<file path="config.mk">
export PLATFORM = sky130hd
export DESIGN_NAME = keyboard_report_key_list_unit
export DESIGN_NICKNAME = d
export VERILOG_FILES = /design/src/design/kbd_pkg.sv /design/src/design/keyboard_report_key_list_unit.sv
export SDC_FILE = /design/constraint.sdc
export NUM_CORES = 1
export LEC_CHECK = 0
export BUFFER_PORTS_ARGS = -buffer_cell sky130_fd_sc_hd__buf_2
export CELL_PAD_IN_SITES_DETAIL_PLACEMENT = 1
export CELL_PAD_IN_SITES_GLOBAL_PLACEMENT = 1
export CORE_UTILIZATION = 47
export DETAILED_ROUTE_END_ITERATION = 6
export PLACE_DENSITY = 0.88
export SLEW_MARGIN = 25
export SYNTH_ARGS = -nofsm -noshare
export SYNTH_HDL_FRONTEND = slang
export SYNTH_SLANG_ARGS = --single-unit
</file>
<file path="constraint.sdc">
create_clock -name clock -period 10.81 [get_ports clock]
set_input_delay 0.5405 -clock clock [delete_from_list [all_inputs] [get_ports clock]]
set_output_delay 0.5405 -clock clock [all_outputs]
set_load 0.01 [all_outputs]
</file>
<file path="src/design/kbd_pkg.sv">
`default_nettype none
package kbd_pkg;

   // Number of key slots held internally, and number shown in the report
   localparam int KEY_SLOTS   = 6;
   localparam int SHOWN_SLOTS = 6;

   // Modifier usage range: MOD_FIRST up to, not including, MOD_END
   localparam logic [7:0] MOD_FIRST = 8'hE0;
   localparam logic [7:0] MOD_END   = 8'hE8;

   // Width of a slot position count, able to hold KEY_SLOTS itself
   localparam int SLOT_CNT_W = $clog2(KEY_SLOTS + 1);

   typedef logic [7:0] key_code_type;
   typedef logic [KEY_SLOTS-1:0][7:0] slot_array_type;
   typedef logic [SLOT_CNT_W-1:0] slot_cnt_type;

endpackage
`default_nettype wire

</file>
<file path="src/design/keyboard_report_key_list_unit.sv">
// Keyboard report key list: modifier bitmap plus key slots, newest first.
// An accepted key event passes the input register, then the report registers,
// before it shows on the rsp_ ports.
// Throughput: one event per cycle; busy is always low, and the combinational
// slot compare, close-up and shift sets that rate. The receiver cannot stall.
// Reset (synchronous, active high) clears the bitmap, all slots and the strobes.
`default_nettype none
module keyboard_report_key_list_unit
   import kbd_pkg::*;
(
   input  wire logic         clock,
   input  wire logic         reset,
   input  wire logic         start,
   output logic              busy,
   input  wire logic [7:0]   req_key_code,
   input  wire logic         req_pressed,
   output logic              rsp_valid,
   output logic [7:0]        rsp_modifier_bits,
   output logic [7:0]        rsp_key_slot_1,
   output logic [7:0]        rsp_key_slot_2,
   output logic [7:0]        rsp_key_slot_3,
   output logic [7:0]        rsp_key_slot_4,
   output logic [7:0]        rsp_key_slot_5,
   output logic [7:0]        rsp_key_slot_6
);

   // input register
   logic           req_valid_ff;
   logic           req_valid_in;
   key_code_type   req_code_ff;
   logic           req_pressed_ff;

   // report state, which is also the result register
   logic [7:0]     mod_ff;
   logic [7:0]     mod_in;
   slot_array_type slots_ff;
   slot_array_type slots_in;
   logic           rsp_valid_ff;

   // decode of the registered event
   logic           is_mod;
   logic           is_key;
   logic [KEY_SLOTS-1:0] match;
   slot_cnt_type   keep_pos [KEY_SLOTS];
   slot_array_type packed_slots;
   logic [SHOWN_SLOTS-1:0][7:0] shown;

   assign busy         = 1'b0;
   assign req_valid_in = start && !busy;

   // capture each transfer
   always_ff @(posedge clock) begin
      if (reset) begin
         req_valid_ff <= 1'b0;
      end else begin
         req_valid_ff <= req_valid_in;
      end
      if (req_valid_in) begin
         req_code_ff    <= req_key_code;
         req_pressed_ff <= req_pressed;
      end
   end

   assign is_mod = (req_code_ff >= MOD_FIRST) && (req_code_ff < MOD_END);
   assign is_key = (req_code_ff != '0) && !is_mod;

   // new position of every slot once matching codes are removed
   always_comb begin
      for (int k = 0; k < KEY_SLOTS; k++) begin
         match[k] = (slots_ff[k] == req_code_ff);
      end
      for (int k = 0; k < KEY_SLOTS; k++) begin
         keep_pos[k] = slot_cnt_type'(k);
         for (int m = 0; m < k; m++) begin
            keep_pos[k] = keep_pos[k] - slot_cnt_type'(match[m]);
         end
      end
   end

   // close up the gaps left by removed codes, zeros at the old end
   always_comb begin
      for (int j = 0; j < KEY_SLOTS; j++) begin
         packed_slots[j] = '0;
         for (int k = j; k < KEY_SLOTS; k++) begin
            if (!match[k] && (keep_pos[k] == slot_cnt_type'(j))) begin
               packed_slots[j] = slots_ff[k];
            end
         end
      end
   end

   // next report state
   always_comb begin
      mod_in   = mod_ff;
      slots_in = slots_ff;
      if (req_valid_ff) begin
         if (is_mod) begin
            mod_in[req_code_ff[2:0]] = req_pressed_ff;
         end else if (is_key) begin
            if (req_pressed_ff) begin
               slots_in[0] = req_code_ff;
               for (int j = 1; j < KEY_SLOTS; j++) begin
                  slots_in[j] = packed_slots[j-1];
               end
            end else begin
               slots_in = packed_slots;
            end
         end
      end
   end

   always_ff @(posedge clock) begin
      if (reset) begin
         mod_ff       <= '0;
         slots_ff     <= '0;
         rsp_valid_ff <= 1'b0;
      end else begin
         mod_ff       <= mod_in;
         slots_ff     <= slots_in;
         rsp_valid_ff <= req_valid_ff;
      end
   end

   // report shows the newest SHOWN_SLOTS slots, zero past the slot count
   for (genvar j = 0; j < SHOWN_SLOTS; j++) begin : g_shown
      if (j < KEY_SLOTS) begin : g_slot
         assign shown[j] = slots_ff[j];
      end else begin : g_empty
         assign shown[j] = '0;
      end
   end

   assign rsp_valid         = rsp_valid_ff;
   assign rsp_modifier_bits = mod_ff;
   assign rsp_key_slot_1    = shown[0];
   assign rsp_key_slot_2    = shown[1];
   assign rsp_key_slot_3    = shown[2];
   assign rsp_key_slot_4    = shown[3];
   assign rsp_key_slot_5    = shown[4];
   assign rsp_key_slot_6    = shown[5];

   // every accepted transfer gives a result once through the input and report registers
   a_latency: assert property (@(posedge clock) disable iff (reset)
      req_valid_in |-> ##2 rsp_valid)
      else $error("result strobe missing after accepted event");

   // no result without an event in the input register
   a_no_spurious: assert property (@(posedge clock) disable iff (reset)
      rsp_valid_ff |-> $past(req_valid_ff))
      else $error("result strobe without an event");

   // a pressed key lands in the front slot
   a_front_slot: assert property (@(posedge clock) disable iff (reset)
      (req_valid_ff && is_key && req_pressed_ff) |=> (slots_ff[0] == $past(req_code_ff)))
      else $error("pressed key not in front slot");

   // a modifier press sets its bit
   a_mod_set: assert property (@(posedge clock) disable iff (reset)
      (req_valid_ff && is_mod && req_pressed_ff) |=> mod_ff[$past(req_code_ff[2:0])])
      else $error("modifier bit not set on press");

   // report holds while no event is applied
   a_hold: assert property (@(posedge clock) disable iff (reset)
      !req_valid_ff |=> ($stable(slots_ff) && $stable(mod_ff)))
      else $error("report changed without an event");

endmodule
`default_nettype wire
</file>
Word-level counts from Yosys, hierarchy flattened
Cells that the tools add are included.
- output and inout bits: 58
- bits in registers: 67
- $lt $le $gt $ge: 4
- bitwise gates (word level): 1
- reductions and logical operators: 38
- multiplexer cells: 25
- add/subtract/negate cells: 15
- eq/ne operators: 22
- operators with widths (kind ; number):
    $mux W8 ; 21
    $eq A8 B8 Y1 ; 6
    $mux W48 ; 1
    $sub A3 B1 Y3 ; 10
    $logic_and A1 B1 Y1 ; 23
    $eq A3 B2 Y1 const B ; 7
    $eq A3 B1 Y1 const B ; 5
    $logic_not A3 Y1 ; 5
    $eq A3 B3 Y1 const B ; 3
    $bwmux W8 ; 1
    $ge A8 B8 Y1 const B ; 1
    $lt A8 B8 Y1 const B ; 1
    $reduce_bool A8 Y1 ; 1
    $logic_not A1 Y1 ; 6
    $sub A2 B1 Y3 const A ; 2
    $sub A3 B1 Y3 const A ; 2
    $lt A3 B4 Y1 const B ; 1
    $reduce_and A4 Y1 ; 1
    $demux W1 S3 ; 1
    $ge A3 B1 Y1 const B ; 1
    $reduce_and A3 Y1 ; 1
    $ne A2 B2 Y1 const B ; 1
    $reduce_and A2 Y1 ; 1
    $sub A1 B1 Y2 const A ; 1
    other kinds (2) ; 2

Longest topological paths before layout
- depth in word-level cells: 10
- mapped depth: 18

Worst setup path after synthesis
Ideal clock, no wire load.
- path type: flip-flop to flip-flop
- start point: register req_code_ff[2]
- end point: register slots_ff, in the netlist rsp_key_slot_1[5]
- data arrival time: 3.892 ns
- setup slack: 6.782 ns
- cell stages (with the launch flop): 19
- library setup time: 0.136 ns
- path buffers: 3
- period minus slack after synthesis: 4.028 ns
- required time: 10.674 ns
- cell sequence: edfxtp_1 -> buf_4 -> buf_2 -> xor2_1 -> nor4_1 -> nand4_1 -> fa_1 -> inv_1 -> ha_1 -> ha_1 -> inv_1 -> ha_1 -> xnor2_1 -> a211oi_1 -> or4_1 -> buf_4 -> o22a_1 -> nand3_1 -> o311ai_1
- word-level cells in the longest chain between the ends: 10
- elaborated cells between the ends (all ways): 51
- classes of those cells: 15 x add/sub; 2 x order compare; 6 x eq/ne; 7 x mux; 1 x bitwise; 20 x reduce/logical
- ends and longest elaborated chain (element ; RTL line ; source):
    start: declaration ; keyboard_report_key_list_unit.sv:30 ; key_code_type req_code_ff;
    start signal: assignment ; keyboard_report_key_list_unit.sv:59 ; req_code_ff <= req_key_code;
    $eq A8 B8 Y1 ; keyboard_report_key_list_unit.sv:70 ; match[k] = (slots_ff[k] == req_code_ff);
    $sub A3 B1 Y3 (tied with other cells) ; keyboard_report_key_list_unit.sv:75 ; keep_pos[k] = keep_pos[k] - slot_cnt_type'(match[m]);
    $sub A3 B1 Y3 / $logic_not A3 Y1 (equally long branches) ; keyboard_report_key_list_unit.sv:75, keyboard_report_key_list_unit.sv:85 ;
    $sub A3 B1 Y3 (tied with other cells) (3 in a row) ; keyboard_report_key_list_unit.sv:75 ;
    $logic_not A3 Y1 (tied with other cells) ; keyboard_report_key_list_unit.sv:85 ; if (!match[k] && (keep_pos[k] == slot_cnt_type'(j))) begin
    $logic_and A1 B1 Y1 / $mux W8 (equally long branches) ; keyboard_report_key_list_unit.sv:85 ;
    $mux W8 ; keyboard_report_key_list_unit.sv:85 ;
    $mux W48 ; keyboard_report_key_list_unit.sv:100 ; if (req_pressed_ff) begin
    end signal: assignment ; keyboard_report_key_list_unit.sv:119 ; slots_ff <= slots_in;
    end: declaration ; keyboard_report_key_list_unit.sv:36 ; slot_array_type slots_ff;
Parallel ways exist; a longest one is shown, timed or not.
A chain may end at the register's enable or synchronous reset.

Worst setup path in the final report
- start point: register req_code_ff[1]
- end point: register slots_ff, in the netlist rsp_key_slot_1[1]
Same word-level chain as after synthesis.

==> metrics <==
startpoint types flip-flop; Hold Buf Count CTS 0; Gate Count Post-Synth 616; measured slew at the worst slew-check pin about 1000 ps; Final ANT Viol Nets 0; Main synth FF type dfxtp_1; CORE AREA 10300 um2; Relative slew margins 30.7%; grt ovf 0; DRC errors left 0; Seq/Total Area, Yosys roughly 29%; top cells by count, synth nand3_1, nand2_1, dfxtp_1; Clk pwr share 42.8%; switching power 0.000173 W; top-count cell post-synth nand3_1; dpl hpwl around 14000 um; Pint about 0.00042 W; #FFs+latches synth 67; M2 GR Usage between 50 and 60%; crit path kind reg -> reg; Synth top area share 23.4%; endpoints failing setup 0; initial core utilization 48.2%; CTS root buf clkbuf_8; Final min period 5330 ps; kind of end point of the critical path flip-flop; dominant cells by area after synthesis dfxtp_1, nand3_1, xor2_1, edfxtp_1, nand2_1; Hold WS 355 ps; htree depth 3; Req. time, crit path 11040 ps; drt pass-1 iters 5; initial antenna violation count 0; Fin Setup TNS 0 ps; GR Util All Layers 35.5%; syn_nets ~640; clock sinks 67; met1 usage 43.1%; post-DR wirelength/cell 24.6 um; post-route cell area 5470 um2; Vias per Instance 6.83; placed insts 769; Post-synth ARST share 0%; Gate power share around 11%; Setup Buffers After CTS 0; Peak VDD IR 84.6 uV; Max Freq 0.188 GHz; die width approximately 100 um; fin cells 785; status finished clean; Final nets 665; final hold vios 0; clock slew at reported path FFs roughly 80 ps; Max-Cap Viols 0; IO Port Bufs 68; vias in the first global route 5358; Die Area approximately 11000 um2; unrepaired setup endpoints after global routing false; Die Span Y 105 um; Post-synth EDFFs 9; Clock Latency Late Sink 370 ps; total wire length 19300 um; routability cong. 1.01; CTS tree built; share of power burned in registers 46.2%; switch share 29.2%; placed cell areas 5230 um2; Mapped Avg Cell Area 8.05 um2; vias post-DR 5362; Clock Path Buffers 2; Final Skew 16.9 ps; routing usage on met3 7.55%; # IOs 70; Synth cell types 69; area grow syn2layout 10.2%; yosys warns 0; post-cts gate resize count 0; CP arrival 5560 ps; Max FO, Critical Path 15; cts bufs inserted 9; Static Leak approximately 2.2 nW; layout cells sized above 1 17.3%; Tcrit/Tclk final 49.3%; FP Rows 37; largest net degree at the start of global routing 42; Syn Std Cell Area 4960 um2; first-pass GRT wire length approximately 30000 um; gr busiest metal met2; Max Transition Viols Final 0; power per cell area 109 nW/um2; min-delay worst type in -> reg; Iter 0 DRT Violations 428; # diodes 0; area leader, netlist dfxtp_1
==> final cells by class <==
cell class                 instances  area, um2
fill                            1302       4810
multi-input combinational        478       3190
timing repair buffer              75        393
tap                              136        170
sequential                        67       1430
clock buffer                      10        138
inverter                          13       48.8
clock inverter                     6       95.1
==> per-layer routing <==
metal / part of all wire, % / up-vias
met5: 0 / -
met1: 39 / 2576
met3: 9.3 / 96
met2: 46 / 345
met4: 5.7 / 0
li1: - / 2345
==> cell families after synthesis <==
| family | count (synthesis) | share of synthesized area, % |
|---|---|---|
| other cells | 1 | 0.0756 |
| mux | 10 | 2.02 |
| fa+ha+maj | 9 | 2.42 |
| compound gates | 171 | 26.2 |
| buf+inv | 71 | 7.42 |
| flops | 67 | 28.9 |
| xor+xnor | 53 | 9.51 |
| simple gates | 234 | 23.5 |
==> path summary, 6_finish.rpt <==
check                                         start                                end  slack, ps  cells after the start
setup / recovery           req_code_ff[1]$_DFFE_PP_     rsp_key_slot_1[1]$_SDFFE_PP0P_       5480                     15
hold / removal                      req_key_code[2]           req_code_ff[2]$_DFFE_PP_        350                      1
setup reg to reg           req_code_ff[1]$_DFFE_PP_     rsp_key_slot_1[1]$_SDFFE_PP0P_       5480                     15
hold reg to reg   rsp_modifier_bits[2]$_SDFFE_PP0P_  rsp_modifier_bits[2]$_SDFFE_PP0P_        500                      2
==> cell usage in the layout, fill, tap and decap left out, types with 3 or more instances in the layout <==
cell / instances
buf_2: 68
nand3_1: 65
nand2_1: 61
dfxtp_1: 58
nor2_1: 49
xor2_1: 32
xnor2_1: 20
a21oi_1: 19
a22oi_1: 16
o21ai_0: 15
a211oi_1: 15
inv_1: 12
o21ai_1: 12
a31oi_1: 11
o22a_1: 11
nor3_1: 10
a22o_1: 10
mux2i_1: 10
clkbuf_8: 10
edfxtp_1: 9
a221oi_1: 8
ha_1: 8
and3_1: 7
o311ai_0: 7
o311ai_1: 7
buf_4: 7
nand4_1: 6
nand2b_1: 5
o31ai_1: 5
nor4_1: 4
and2_1: 4
and4_1: 4
nor2b_1: 4
a222oi_1: 4
nor4_2: 3
nand3b_1: 3
o211ai_1: 3
inv_6: 3
==> state kept, by name, indices dropped and copies added, names as in the netlist <==
| signal | count |
|---|---|
| req_code_ff | 8 |
| rsp_key_slot_1 | 8 |
| rsp_key_slot_2 | 8 |
| rsp_key_slot_3 | 8 |
| rsp_key_slot_4 | 8 |
| rsp_key_slot_5 | 8 |
| rsp_key_slot_6 | 8 |
| rsp_modifier_bits | 8 |
| req_pressed_ff | 1 |
| req_valid_ff | 1 |
| rsp_valid | 1 |
==> power by group through the flow <==
stage	clock [W]	combinational, W	sequential (W)
after floorplan	0	0.0000541	0.000269
after detailed placement	0	0.0000630	0.000279
final	0.000254	0.0000650	0.000274
after global placement	0	0.0000605	0.000279
after global routing	0.000269	0.0000694	0.000275
after CTS	0.000255	0.0000640	0.000274
==> per-stage QoR <==
step	setup WS, ps	utilization [%]	power [W]
after floorplan	6780	-	0.000323
after CTS	5570	53.1	0.000593
after global routing	5250	53.2	0.000613
final	5480	53.2	0.000593
after global placement	5970	50.8	0.000339
after detailed placement	5770	50.9	0.000342
==> worst max-delay path: stages, from the launching register on <==
cell      delay (ps)
edfxtp_1         670
xnor2_1          340
and4_1           390
nand2_1          270
fa_1             690
inv_1             80
ha_1             280
ha_1             130
inv_1             40
ha_1             210
xnor2_1          520
a211oi_1         150
nor2_1           520
o311ai_0         500
nand3_1          260
o311ai_1         110
Note: power is estimated with default switching activity, not from simulation.
